===== src/rtl/core/sfs_pkg.sv =====
`timescale 1ns / 1ps
`default_nettype none
// ----------------------------------------------------------------------------
// Sprite frame sequencer package
// Shared types, codes and constants of the sprite frame sequencer.
// ----------------------------------------------------------------------------
package sfs_pkg;

  // Default width of the residual time register.
  localparam int SFS_TIME_WIDTH = 16;
  // Largest number of frames a sprite sheet may hold.
  localparam int SFS_MAX_FRAMES = 4096;
  // Width of the frame duration register and of the divider's divisor.
  localparam int SFS_DUR_W = 16;
  // Width of the configuration write data.
  localparam int SFS_CFG_DATA_W = 16;

  // Command codes.
  typedef enum logic [2:0] {
    OP_TICK          = 3'd0,
    OP_PLAY_RESTART  = 3'd1,
    OP_PLAY_CONTINUE = 3'd2,
    OP_STOP          = 3'd3,
    OP_RESET         = 3'd4,
    OP_SHOW          = 3'd5
  } sfs_op_t;

  // Configuration register indexes.
  typedef enum logic [2:0] {
    CFG_CLIP_START     = 3'd0,
    CFG_CLIP_LENGTH    = 3'd1,
    CFG_FRAME_DURATION = 3'd2,
    CFG_LOOP_ENABLE    = 3'd3,
    CFG_REVERSE        = 3'd4,
    CFG_SHEET_COLUMNS  = 3'd5,
    CFG_SHEET_ROWS     = 3'd6
  } sfs_cfg_idx_t;

  // Sequencer states.
  typedef enum logic [2:0] {
    ST_IDLE,
    ST_DIV_TIME,
    ST_DIV_STEP,
    ST_GRID,
    ST_DIV_GRID,
    ST_DONE
  } sfs_state_t;

  // Command payload.
  typedef struct packed {
    logic [2:0]  opcode;
    logic [15:0] elapsed_ticks;
    logic [11:0] fixed_frame;
  } sfs_cmd_t;

  // Response payload.
  typedef struct packed {
    logic        accepted;
    logic [11:0] frame_index;
    logic [5:0]  cell_column;
    logic [5:0]  cell_row;
    logic        is_playing;
    logic        is_finished;
  } sfs_rsp_t;

  // Clip settings and derived sheet geometry.
  typedef struct packed {
    logic [11:0] clip_start;
    logic [12:0] clip_length;
    logic [15:0] frame_duration;
    logic        loop_enable;
    logic        reverse;
    logic [6:0]  eff_cols;
    logic [12:0] capacity;
    logic        clip_valid;
    logic [13:0] first_frame;
    logic [13:0] end_frame;
  } sfs_cfg_t;

endpackage
`default_nettype wire


===== src/rtl/core/sfs_divider.sv =====
`timescale 1ns / 1ps
`default_nettype none
// ----------------------------------------------------------------------------
// Sprite frame sequencer divider
// Restoring divider that retires one quotient bit per cycle. Shared by the
// time, step and grid divisions of the sequencer.
// ----------------------------------------------------------------------------
module sfs_divider #(
  parameter int DIVIDEND_W = 17,
  parameter int DIVISOR_W  = 16
) (
  input  logic                  clk,
  input  logic                  rst,
  input  logic                  start,
  input  logic [DIVIDEND_W-1:0] dividend,
  input  logic [DIVISOR_W-1:0]  divisor,
  output logic                  done,
  output logic [DIVIDEND_W-1:0] quotient,
  output logic [DIVISOR_W-1:0]  remainder
);

  localparam int CNT_W = $clog2(DIVIDEND_W + 1);

  logic                 busy;
  logic [CNT_W-1:0]     cnt;
  logic [DIVISOR_W-1:0] divisor_q;
  logic [DIVISOR_W:0]   trial;
  logic [DIVISOR_W:0]   diff;
  logic                 fits;

  // Shift the next dividend bit into the partial remainder and try a subtract.
  always_comb begin
    trial = {remainder, quotient[DIVIDEND_W-1]};
    diff  = trial - {1'b0, divisor_q};
    fits  = (trial >= {1'b0, divisor_q});
  end

  // Iteration control.
  always_ff @(posedge clk) begin
    if (rst) begin
      busy <= 1'b0;
      done <= 1'b0;
      cnt  <= '0;
    end else begin
      done <= busy && (cnt == CNT_W'(1));
      if (start) begin
        busy <= 1'b1;
        cnt  <= CNT_W'(DIVIDEND_W);
      end else if (busy) begin
        cnt <= cnt - CNT_W'(1);
        if (cnt == CNT_W'(1)) begin
          busy <= 1'b0;
        end
      end
    end
  end

  // Quotient and remainder registers.
  always_ff @(posedge clk) begin
    if (start) begin
      quotient  <= dividend;
      remainder <= '0;
      divisor_q <= divisor;
    end else if (busy) begin
      quotient  <= {quotient[DIVIDEND_W-2:0], fits};
      remainder <= fits ? diff[DIVISOR_W-1:0] : trial[DIVISOR_W-1:0];
    end
  end

endmodule
`default_nettype wire


===== src/rtl/core/sfs_cfg_regs.sv =====
`timescale 1ns / 1ps
`default_nettype none
// ----------------------------------------------------------------------------
// Sprite frame sequencer configuration registers
// Holds the clip and sheet settings and derives the effective grid, the
// sheet capacity, clip validity and the clip's first and end frames.
// ----------------------------------------------------------------------------
module sfs_cfg_regs
  import sfs_pkg::*;
(
  input  logic                      clk,
  input  logic                      rst,
  input  logic                      cfg_valid,
  input  logic [2:0]                cfg_index,
  input  logic [SFS_CFG_DATA_W-1:0] cfg_data,
  output sfs_cfg_t                  cfg
);

  logic [11:0] clip_start;
  logic [12:0] clip_length;
  logic [15:0] frame_duration;
  logic        loop_enable;
  logic        reverse;
  logic [6:0]  sheet_columns;
  logic [6:0]  sheet_rows;

  logic [6:0]  eff_cols;
  logic [6:0]  eff_rows;
  logic [13:0] cells;
  logic [12:0] capacity;
  logic [12:0] len_min1;

  // Register writes; an index beyond the list is ignored.
  always_ff @(posedge clk) begin
    if (rst) begin
      clip_start     <= 12'd0;
      clip_length    <= 13'd1;
      frame_duration <= 16'd1;
      loop_enable    <= 1'b0;
      reverse        <= 1'b0;
      sheet_columns  <= 7'd1;
      sheet_rows     <= 7'd1;
    end else if (cfg_valid) begin
      unique case (sfs_cfg_idx_t'(cfg_index))
        CFG_CLIP_START:     clip_start     <= cfg_data[11:0];
        CFG_CLIP_LENGTH:    clip_length    <= cfg_data[12:0];
        CFG_FRAME_DURATION: frame_duration <= cfg_data[15:0];
        CFG_LOOP_ENABLE:    loop_enable    <= cfg_data[0];
        CFG_REVERSE:        reverse        <= cfg_data[0];
        CFG_SHEET_COLUMNS:  sheet_columns  <= cfg_data[6:0];
        CFG_SHEET_ROWS:     sheet_rows     <= cfg_data[6:0];
        default: ;
      endcase
    end
  end

  // Saturate the grid to 1..64 on each axis and cap the cell count.
  always_comb begin
    if (sheet_columns == 7'd0) begin
      eff_cols = 7'd1;
    end else if (sheet_columns > 7'd64) begin
      eff_cols = 7'd64;
    end else begin
      eff_cols = sheet_columns;
    end
    if (sheet_rows == 7'd0) begin
      eff_rows = 7'd1;
    end else if (sheet_rows > 7'd64) begin
      eff_rows = 7'd64;
    end else begin
      eff_rows = sheet_rows;
    end
    cells = 14'(eff_cols) * 14'(eff_rows);
    if (32'(cells) > SFS_MAX_FRAMES) begin
      capacity = 13'(SFS_MAX_FRAMES);
    end else begin
      capacity = cells[12:0];
    end
    len_min1 = (clip_length == 13'd0) ? 13'd1 : clip_length;
  end

  // Settings and derived values handed to the sequencer.
  always_comb begin
    cfg.clip_start     = clip_start;
    cfg.clip_length    = clip_length;
    cfg.frame_duration = frame_duration;
    cfg.loop_enable    = loop_enable;
    cfg.reverse        = reverse;
    cfg.eff_cols       = eff_cols;
    cfg.capacity       = capacity;
    cfg.clip_valid     = (clip_length != 13'd0) &&
                         (14'(clip_start) + 14'(clip_length) <= 14'(capacity)) &&
                         (frame_duration != 16'd0);
    cfg.first_frame    = reverse ? 14'(clip_start) + 14'(len_min1) - 14'd1
                                 : 14'(clip_start);
    cfg.end_frame      = reverse ? 14'(clip_start)
                                 : 14'(clip_start) + 14'(clip_length) - 14'd1;
  end

endmodule
`default_nettype wire


===== src/rtl/core/sprite_frame_sequencer_unit.sv =====
`timescale 1ns / 1ps
`default_nettype none
// ----------------------------------------------------------------------------
// Sprite frame sequencer
// Steps a sprite-sheet animation player on commands and reports the shown
// frame with its grid column and row.
//
// Commands arrive on the cmd channel and each produces one response on the
// rsp channel. cfg writes set the clip and sheet registers; the user must make
// them only while no command is in flight, as the block itself does not enforce
// it. All divisions run through one shared restoring divider that retires one
// bit per cycle over a dividend of max(TIME_WIDTH, 16) + 1 bits. A command
// other than a tick takes one grid division. A tick that advances takes up
// to three divisions (time by frame duration, steps modulo clip length, frame
// by columns). cmd_ready is high only while the sequencer is idle, one command
// at a time. The response sits in an output register: the next command is
// taken while it waits, and a finished result waits in the sequencer while the
// receiver stalls. Reset clears the player state and response valid, and loads
// register defaults; cfg_ready is always high.
// ----------------------------------------------------------------------------
module sprite_frame_sequencer_unit
  import sfs_pkg::*;
#(
  parameter int TIME_WIDTH = SFS_TIME_WIDTH
) (
  input  logic                      clk,
  input  logic                      rst,
  input  logic                      cmd_valid,
  output logic                      cmd_ready,
  input  sfs_cmd_t                  cmd,
  output logic                      rsp_valid,
  input  logic                      rsp_ready,
  output sfs_rsp_t                  rsp,
  input  logic                      cfg_valid,
  output logic                      cfg_ready,
  input  logic [2:0]                cfg_index,
  input  logic [SFS_CFG_DATA_W-1:0] cfg_data
);

  localparam int DIV_W = ((TIME_WIDTH > SFS_DUR_W) ? TIME_WIDTH : SFS_DUR_W) + 1;

  sfs_cfg_t cfg;

  sfs_state_t            state, state_next;
  logic [11:0]           current_frame, frame_next;
  logic [TIME_WIDTH-1:0] residual_time, residual_next;
  logic                  playing_flag, playing_next;
  logic                  finished_flag, finished_next;
  logic                  clip_active, clip_active_next;
  logic                  acc, acc_next;
  logic [11:0]           local_pos, local_next;
  logic                  rsp_load;

  logic                  div_start;
  logic [DIV_W-1:0]      div_dividend;
  logic [SFS_DUR_W-1:0]  div_divisor;
  logic                  div_done;
  logic [DIV_W-1:0]      div_quo;
  logic [SFS_DUR_W-1:0]  div_rem;

  logic [DIV_W-1:0]      elapsed_sum;
  logic [11:0]           tick_local;
  logic [12:0]           remaining;
  logic [11:0]           step_pos;

  // Clamp a frame number to the last cell of the sheet.
  function automatic logic [11:0] clamp_frame(input logic [13:0] f, input logic [12:0] cap);
    logic [12:0] last;
    last = cap - 13'd1;
    if (f > 14'(last)) begin
      return last[11:0];
    end
    return f[11:0];
  endfunction

  assign cfg_ready = 1'b1;

  sfs_cfg_regs u_cfg (
    .clk       (clk),
    .rst       (rst),
    .cfg_valid (cfg_valid),
    .cfg_index (cfg_index),
    .cfg_data  (cfg_data),
    .cfg       (cfg)
  );

  sfs_divider #(
    .DIVIDEND_W (DIV_W),
    .DIVISOR_W  (SFS_DUR_W)
  ) u_div (
    .clk       (clk),
    .rst       (rst),
    .start     (div_start),
    .dividend  (div_dividend),
    .divisor   (div_divisor),
    .done      (div_done),
    .quotient  (div_quo),
    .remainder (div_rem)
  );

  // Clip-local position and frames left until the clip end.
  always_comb begin
    logic [11:0] d;
    logic [12:0] cnt_last;
    d        = current_frame - cfg.clip_start;
    cnt_last = cfg.clip_length - 13'd1;
    if (current_frame < cfg.clip_start) begin
      tick_local = 12'd0;
    end else if (13'(d) > cnt_last) begin
      tick_local = cnt_last[11:0];
    end else begin
      tick_local = d;
    end
    remaining   = cfg.reverse ? 13'(tick_local) + 13'd1
                              : cfg.clip_length - 13'(tick_local);
    elapsed_sum = DIV_W'(residual_time) + DIV_W'(cmd.elapsed_ticks);
  end

  // Wrapped position after advancing by the step count modulo clip length.
  always_comb begin
    logic [13:0] sum;
    logic [13:0] wrapped;
    if (cfg.reverse) begin
      sum = 14'(local_pos) + 14'(cfg.clip_length) - 14'(div_rem[12:0]);
    end else begin
      sum = 14'(local_pos) + 14'(div_rem[12:0]);
    end
    wrapped  = (sum >= 14'(cfg.clip_length)) ? sum - 14'(cfg.clip_length) : sum;
    step_pos = wrapped[11:0];
  end

  // Sequencer: next state, player state updates and divider requests.
  always_comb begin
    state_next       = state;
    frame_next       = current_frame;
    residual_next    = residual_time;
    playing_next     = playing_flag;
    finished_next    = finished_flag;
    clip_active_next = clip_active;
    acc_next         = acc;
    local_next       = local_pos;
    div_start        = 1'b0;
    div_dividend     = '0;
    div_divisor      = '0;
    rsp_load         = 1'b0;
    cmd_ready        = (state == ST_IDLE);

    unique case (state)
      ST_IDLE: begin
        if (cmd_valid) begin
          acc_next   = 1'b1;
          state_next = ST_GRID;
          unique case (sfs_op_t'(cmd.opcode))
            OP_TICK: begin
              if (playing_flag && (cmd.elapsed_ticks != 16'd0) && clip_active &&
                  (cfg.frame_duration != 16'd0)) begin
                if (!cfg.clip_valid) begin
                  playing_next = 1'b0;
                end else begin
                  div_start    = 1'b1;
                  div_dividend = elapsed_sum;
                  div_divisor  = cfg.frame_duration;
                  state_next   = ST_DIV_TIME;
                end
              end
            end
            OP_PLAY_RESTART, OP_PLAY_CONTINUE: begin
              if (!cfg.clip_valid) begin
                acc_next = 1'b0;
              end else begin
                if ((sfs_op_t'(cmd.opcode) == OP_PLAY_RESTART) || !clip_active) begin
                  clip_active_next = 1'b1;
                  frame_next       = clamp_frame(cfg.first_frame, cfg.capacity);
                  residual_next    = '0;
                end
                playing_next  = 1'b1;
                finished_next = 1'b0;
              end
            end
            OP_STOP: begin
              playing_next = 1'b0;
            end
            OP_RESET: begin
              frame_next    = clamp_frame(clip_active ? cfg.first_frame : 14'd0,
                                          cfg.capacity);
              residual_next = '0;
              playing_next  = 1'b0;
              finished_next = 1'b0;
            end
            OP_SHOW: begin
              frame_next    = clamp_frame(14'(cmd.fixed_frame), cfg.capacity);
              residual_next = '0;
              playing_next  = 1'b0;
              finished_next = 1'b0;
            end
            default: begin
              acc_next = 1'b0;
            end
          endcase
        end
      end

      // Whole frames elapsed and the new residual.
      ST_DIV_TIME: begin
        if (div_done) begin
          residual_next = TIME_WIDTH'(div_rem);
          if (div_quo == '0) begin
            state_next = ST_GRID;
          end else if (!cfg.loop_enable && (div_quo >= DIV_W'(remaining))) begin
            frame_next    = clamp_frame(cfg.end_frame, cfg.capacity);
            playing_next  = 1'b0;
            finished_next = 1'b1;
            residual_next = '0;
            state_next    = ST_GRID;
          end else begin
            local_next   = tick_local;
            div_start    = 1'b1;
            div_dividend = div_quo;
            div_divisor  = SFS_DUR_W'(cfg.clip_length);
            state_next   = ST_DIV_STEP;
          end
        end
      end

      // Step count modulo clip length gives the advance.
      ST_DIV_STEP: begin
        if (div_done) begin
          frame_next = clamp_frame(14'(cfg.clip_start) + 14'(step_pos), cfg.capacity);
          state_next = ST_GRID;
        end
      end

      // Split the frame into grid column and row.
      ST_GRID: begin
        div_start    = 1'b1;
        div_dividend = DIV_W'(current_frame);
        div_divisor  = SFS_DUR_W'(cfg.eff_cols);
        state_next   = ST_DIV_GRID;
      end

      ST_DIV_GRID: begin
        if (div_done) begin
          state_next = ST_DONE;
        end
      end

      // Hand the result to the output register once it is free.
      ST_DONE: begin
        if (!rsp_valid || rsp_ready) begin
          rsp_load   = 1'b1;
          state_next = ST_IDLE;
        end
      end

      default: begin
        state_next = ST_IDLE;
      end
    endcase
  end

  // Control and player state registers.
  always_ff @(posedge clk) begin
    if (rst) begin
      state         <= ST_IDLE;
      current_frame <= 12'd0;
      residual_time <= '0;
      playing_flag  <= 1'b0;
      finished_flag <= 1'b0;
      clip_active   <= 1'b0;
    end else begin
      state         <= state_next;
      current_frame <= frame_next;
      residual_time <= residual_next;
      playing_flag  <= playing_next;
      finished_flag <= finished_next;
      clip_active   <= clip_active_next;
    end
  end

  // Working registers.
  always_ff @(posedge clk) begin
    acc       <= acc_next;
    local_pos <= local_next;
  end

  // Output register; a transfer frees it for the next result.
  always_ff @(posedge clk) begin
    if (rst) begin
      rsp_valid <= 1'b0;
    end else if (rsp_load) begin
      rsp_valid <= 1'b1;
    end else if (rsp_ready) begin
      rsp_valid <= 1'b0;
    end
  end

  always_ff @(posedge clk) begin
    if (rsp_load) begin
      rsp.accepted    <= acc;
      rsp.frame_index <= current_frame;
      rsp.cell_column <= div_rem[5:0];
      rsp.cell_row    <= (div_quo > DIV_W'(63)) ? 6'd63 : div_quo[5:0];
      rsp.is_playing  <= playing_flag;
      rsp.is_finished <= finished_flag;
    end
  end

  // A clip is never both playing and finished.
  a_flags_exclusive: assert property (@(posedge clk) disable iff (rst)
    !(playing_flag && finished_flag))
    else $error("playing and finished flags both set");

  // A command transfer always starts work.
  a_accept_busy: assert property (@(posedge clk) disable iff (rst)
    (cmd_valid && cmd_ready) |=> (state != ST_IDLE))
    else $error("sequencer stayed idle after a command transfer");

  // The divider only completes while the sequencer waits on it.
  a_done_expected: assert property (@(posedge clk) disable iff (rst)
    div_done |-> (state == ST_DIV_TIME || state == ST_DIV_STEP || state == ST_DIV_GRID))
    else $error("divider finished outside a division state");

  // A finished result reaches the output register once it is free.
  a_result_loaded: assert property (@(posedge clk) disable iff (rst)
    (state == ST_DONE && (!rsp_valid || rsp_ready)) |=> (rsp_valid && state == ST_IDLE))
    else $error("result not loaded into the output register");

endmodule
`default_nettype wire

===== config.mk =====
export PLATFORM = sky130hd
export DESIGN_NAME = sprite_frame_sequencer_unit
export DESIGN_NICKNAME = d
export VERILOG_FILES = /design/src/rtl/core/sfs_pkg.sv /design/src/rtl/core/sfs_divider.sv /design/src/rtl/core/sfs_cfg_regs.sv /design/src/rtl/core/sprite_frame_sequencer_unit.sv
export SDC_FILE = /design/constraint.sdc
export NUM_CORES = 1
export LEC_CHECK = 0
export ABC_AREA = 1
export BUFFER_PORTS_ARGS = -buffer_cell sky130_fd_sc_hd__buf_2
export CELL_PAD_IN_SITES_DETAIL_PLACEMENT = 0
export CELL_PAD_IN_SITES_GLOBAL_PLACEMENT = 2
export CORE_UTILIZATION = 37
export CTS_CLUSTER_DIAMETER = 100
export DETAILED_ROUTE_END_ITERATION = 8
export PLACE_DENSITY_LB_ADDON = 0.05
export SYNTH_ARGS = -nofsm -noshare
export SYNTH_HDL_FRONTEND = slang
export SYNTH_HIERARCHICAL = 1
export SYNTH_SLANG_ARGS = --single-unit
export TNS_END_PERCENT = 20

===== constraint.sdc =====
create_clock -name clk -period 24.9 [get_ports clk]
set_input_delay 2.49 -clock clk [delete_from_list [all_inputs] [get_ports clk]]
set_output_delay 2.49 -clock clk [all_outputs]
set_load 0.1 [all_outputs]

==> flow_metrics.tcl <==
set metrics [dict create \
    status "completed" \
    hold_buffers 0 \
    start_util_pct 37.7 \
    fin_area_mm2 0.0242 \
    clk_latency_ns 0.51 \
    regArea_mm2 0.00450 \
    gp_congestion 0.958 \
    netlist_instances 3420 \
    synth_area_leader_cell "ha_1" \
    holdWs_ns 0.456 \
    min_period_ns 10.22 \
    cp.required_ns 25.30 \
    synthArstFlopShare_pct 0 \
    cts_root_buf "clkbuf_16" \
    rsz0062_at_grt "false" \
    yosysMostFrequentCell "nand2_1" \
    first_pass_iters 6 \
    mappedNetlistArea_mm2 0.0224 \
    drcViolationCount 0 \
    viasPerCell 5.31 \
    tns_ns 0 \
    cts_resized 0 \
    yosysSeqAreaShare_pct 20.1 \
    h-tree-depth 4 \
    period_share_pct 41.1 \
    synth-edff-count 73 \
    fmaxAchievable_mhz 97.8 \
    hpwl_um 73600 \
    endpoint_kind "flop" \
    syn2layout_area_growth_pct 8.10 \
    synth_area_leaders "ha_1, nand2_1, dfxtp_1, edfxtp_1, inv_1" \
    slew_viol_final 0 \
    totalWireLength_um 88300 \
    cts_tree "built" \
    p_per_area_mw_per_mm2 127 \
    grt_first_pass_wirelength_um 134000 \
    synth_ff_type "dfxtp_1" \
    synth_top_cell_area_share_pct 15.9 \
    min_path_type "flop to flop" \
    insertedDiodeCount 0 \
    antenna_found_initial 1 \
    die_w_um 248 \
    dpl-instance-area_mm2 0.0236 \
    nFillCells 6441 \
    die_y_um 248 \
    cp_data_arrival_time_ns 10.63 \
    vdd_drop_max_uv 135 \
    fin_nets 3850 \
    path_max_fanout 19 \
    grt_pass1_vias 21800 \
    ys_ff_latch 188 \
    post_cts_buffers 0 \
    critical_path_class "flop to flop" \
    core-area_mm2 0.0595 \
    clk_pin_slew_ns 0.09 \
    grt_start_max_net_pins 54 \
    dr_total_vias 22600 \
    dieArea_mm2 0.0615 \
    relSlewSlack_pct 13.3 \
    placementRows 89 \
    avgSynthCellArea_um2 6.55 \
    cts_max_path_buffers 2 \
    drtAntennaViolNets 0 \
    cp_common_cell "nand2_1" \
    ys_warn_count 6 \
    grt_use_total_pct 29.1 \
    grt_overflow 0 \
    multi_input_area_mm2 0.0154 \
    cts_sinks 188 \
    final_hold_viol_count 0 \
    syn-num-nets 3804 \
    critPathSlowestCell "xor2_1" \
    numPortBuffers 83 \
    wl_per_cell_um 20.8 \
    drive_gt1_share_pct 6.93 \
    setup_violations 0 \
    setup_ws_ns 14.68 \
    p_total_mw 3.08 \
    ys_top_cells_by_count "nand2_1, inv_1, nor2_1, ha_1, a21oi_1" \
    cts-buffers-inserted 17 \
    worst_pin_slew_ns 1.30 \
    drt_iter0_markers 1477 \
    p_leak_nw 12.4 \
    fin_skew_ns 0.0174 \
    synth_cell_types 63 \
    critical-path-max-stage-delay_ns 1.02 \
    cap_violations 0 \
    crit_path_start_kind "flop" \
    io_pins 85 \
    pre_cts_ws_ns 14.73 \
]
[cell type report]
class                           instances  area share [%]
Sequential cell                       188            18.6
Tap cell                              773            3.99
Clock buffer                           17            1.76
Timing Repair Buffer                  102            2.30
Clock inverter                         15           0.930
Inverter                              578            8.97
Multi-Input combinational cell       2579            63.5
[cell families (layout without fill, tap and decap cells)]
kind of cell               count (synthesis)  in the layout  share of synthesized area, %
AOI/OAI and AO/OA                        589            589                          14.8
buffers and inverters                    653            712                          11.3
and+or+nand+nor                         1580           1580                          30.7
DFF                                      188            188                          20.1
other                                      1              1                        0.0167
adders and majority gates                329            329                          19.9
xor gates and xnor gates                  80             80                          3.16
[report_power, final]
group	switching, mW	internal, mW	total, mW
logic	1.60	0.720	2.32
registers	0.0694	0.379	0.449
clock network	0.160	0.149	0.309
total	1.83	1.25	3.08
[cells in the final DEF (no fill, tap or decap), drive strengths merged, types with 35 or more instances in the layout]
cell,n
buf,102
o21ai,213
nand4,48
nor3,35
nand2,881
dfxtp,115
edfxtp,73
nor2,329
nand3,236
ha,284
a21oi,252
fa,45
o211ai,42
inv,581
xor2,58
[final timing paths]
check,startpoint,endpoint,slack (ns),depth (start not counted)
max reg2reg,u_cfg/sheet_columns[4]$_SDFFE_PP0P_,current_frame[11]$_SDFFE_PP0P_,14.68,42
min reg2reg,acc$_DFFE_PP_,rsp[26]$_DFFE_PP_,0.46,0
min,acc$_DFFE_PP_,rsp[26]$_DFFE_PP_,0.46,0
max,u_cfg/sheet_columns[4]$_SDFFE_PP0P_,current_frame[11]$_SDFFE_PP0P_,14.68,42
[through the flow]
| step | std cells | utilization, % |
|---|---|---|
| 6_report | 4252 | 40.7 |
| 3_5_place_dp | 4220 | 39.6 |
| 4_1_cts | 4252 | 40.7 |
| 5_1_grt | 4252 | 40.7 |
| 3_3_place_gp | 4220 | 39.6 |
| 2_1_floorplan | 3420 | - |
[state kept, by name, summed over array words and instances, names as in the netlist, 13 cells and up]
| name | flops |
|---|---|
| u_div/divisor_q | 16 |
| u_cfg/clip_length | 13 |
| residual_time | 16 |
| u_div/quotient | 17 |
| u_div/remainder | 16 |
| u_cfg/frame_duration | 16 |
| rsp | 27 |
[worst max-delay path: cells and delay by family (launching register included)]
family                     cells  cell delay (ns)
DFF                            1             0.34
and+or+nand+nor               18             2.85
adders and majority gates      6             2.92
buffers and inverters          8             1.10
AOI/OAI and AO/OA              8             1.65
xor gates and xnor gates       2             1.26
[layer usage]
| metal | GRT usage, % | wire, µm | vias up |
|---|---|---|---|
| li1 | - | - | 11300 |
| met1 | 37.9 | 40300 | 10700 |
| met2 | 50.4 | 42200 | 544 |
| met3 | 2.62 | 3250 | 92 |
| met4 | 9.29 | 2490 | 0 |
| met5 | 0 | 0 | - |
Power figures use the tool's default switching activity.
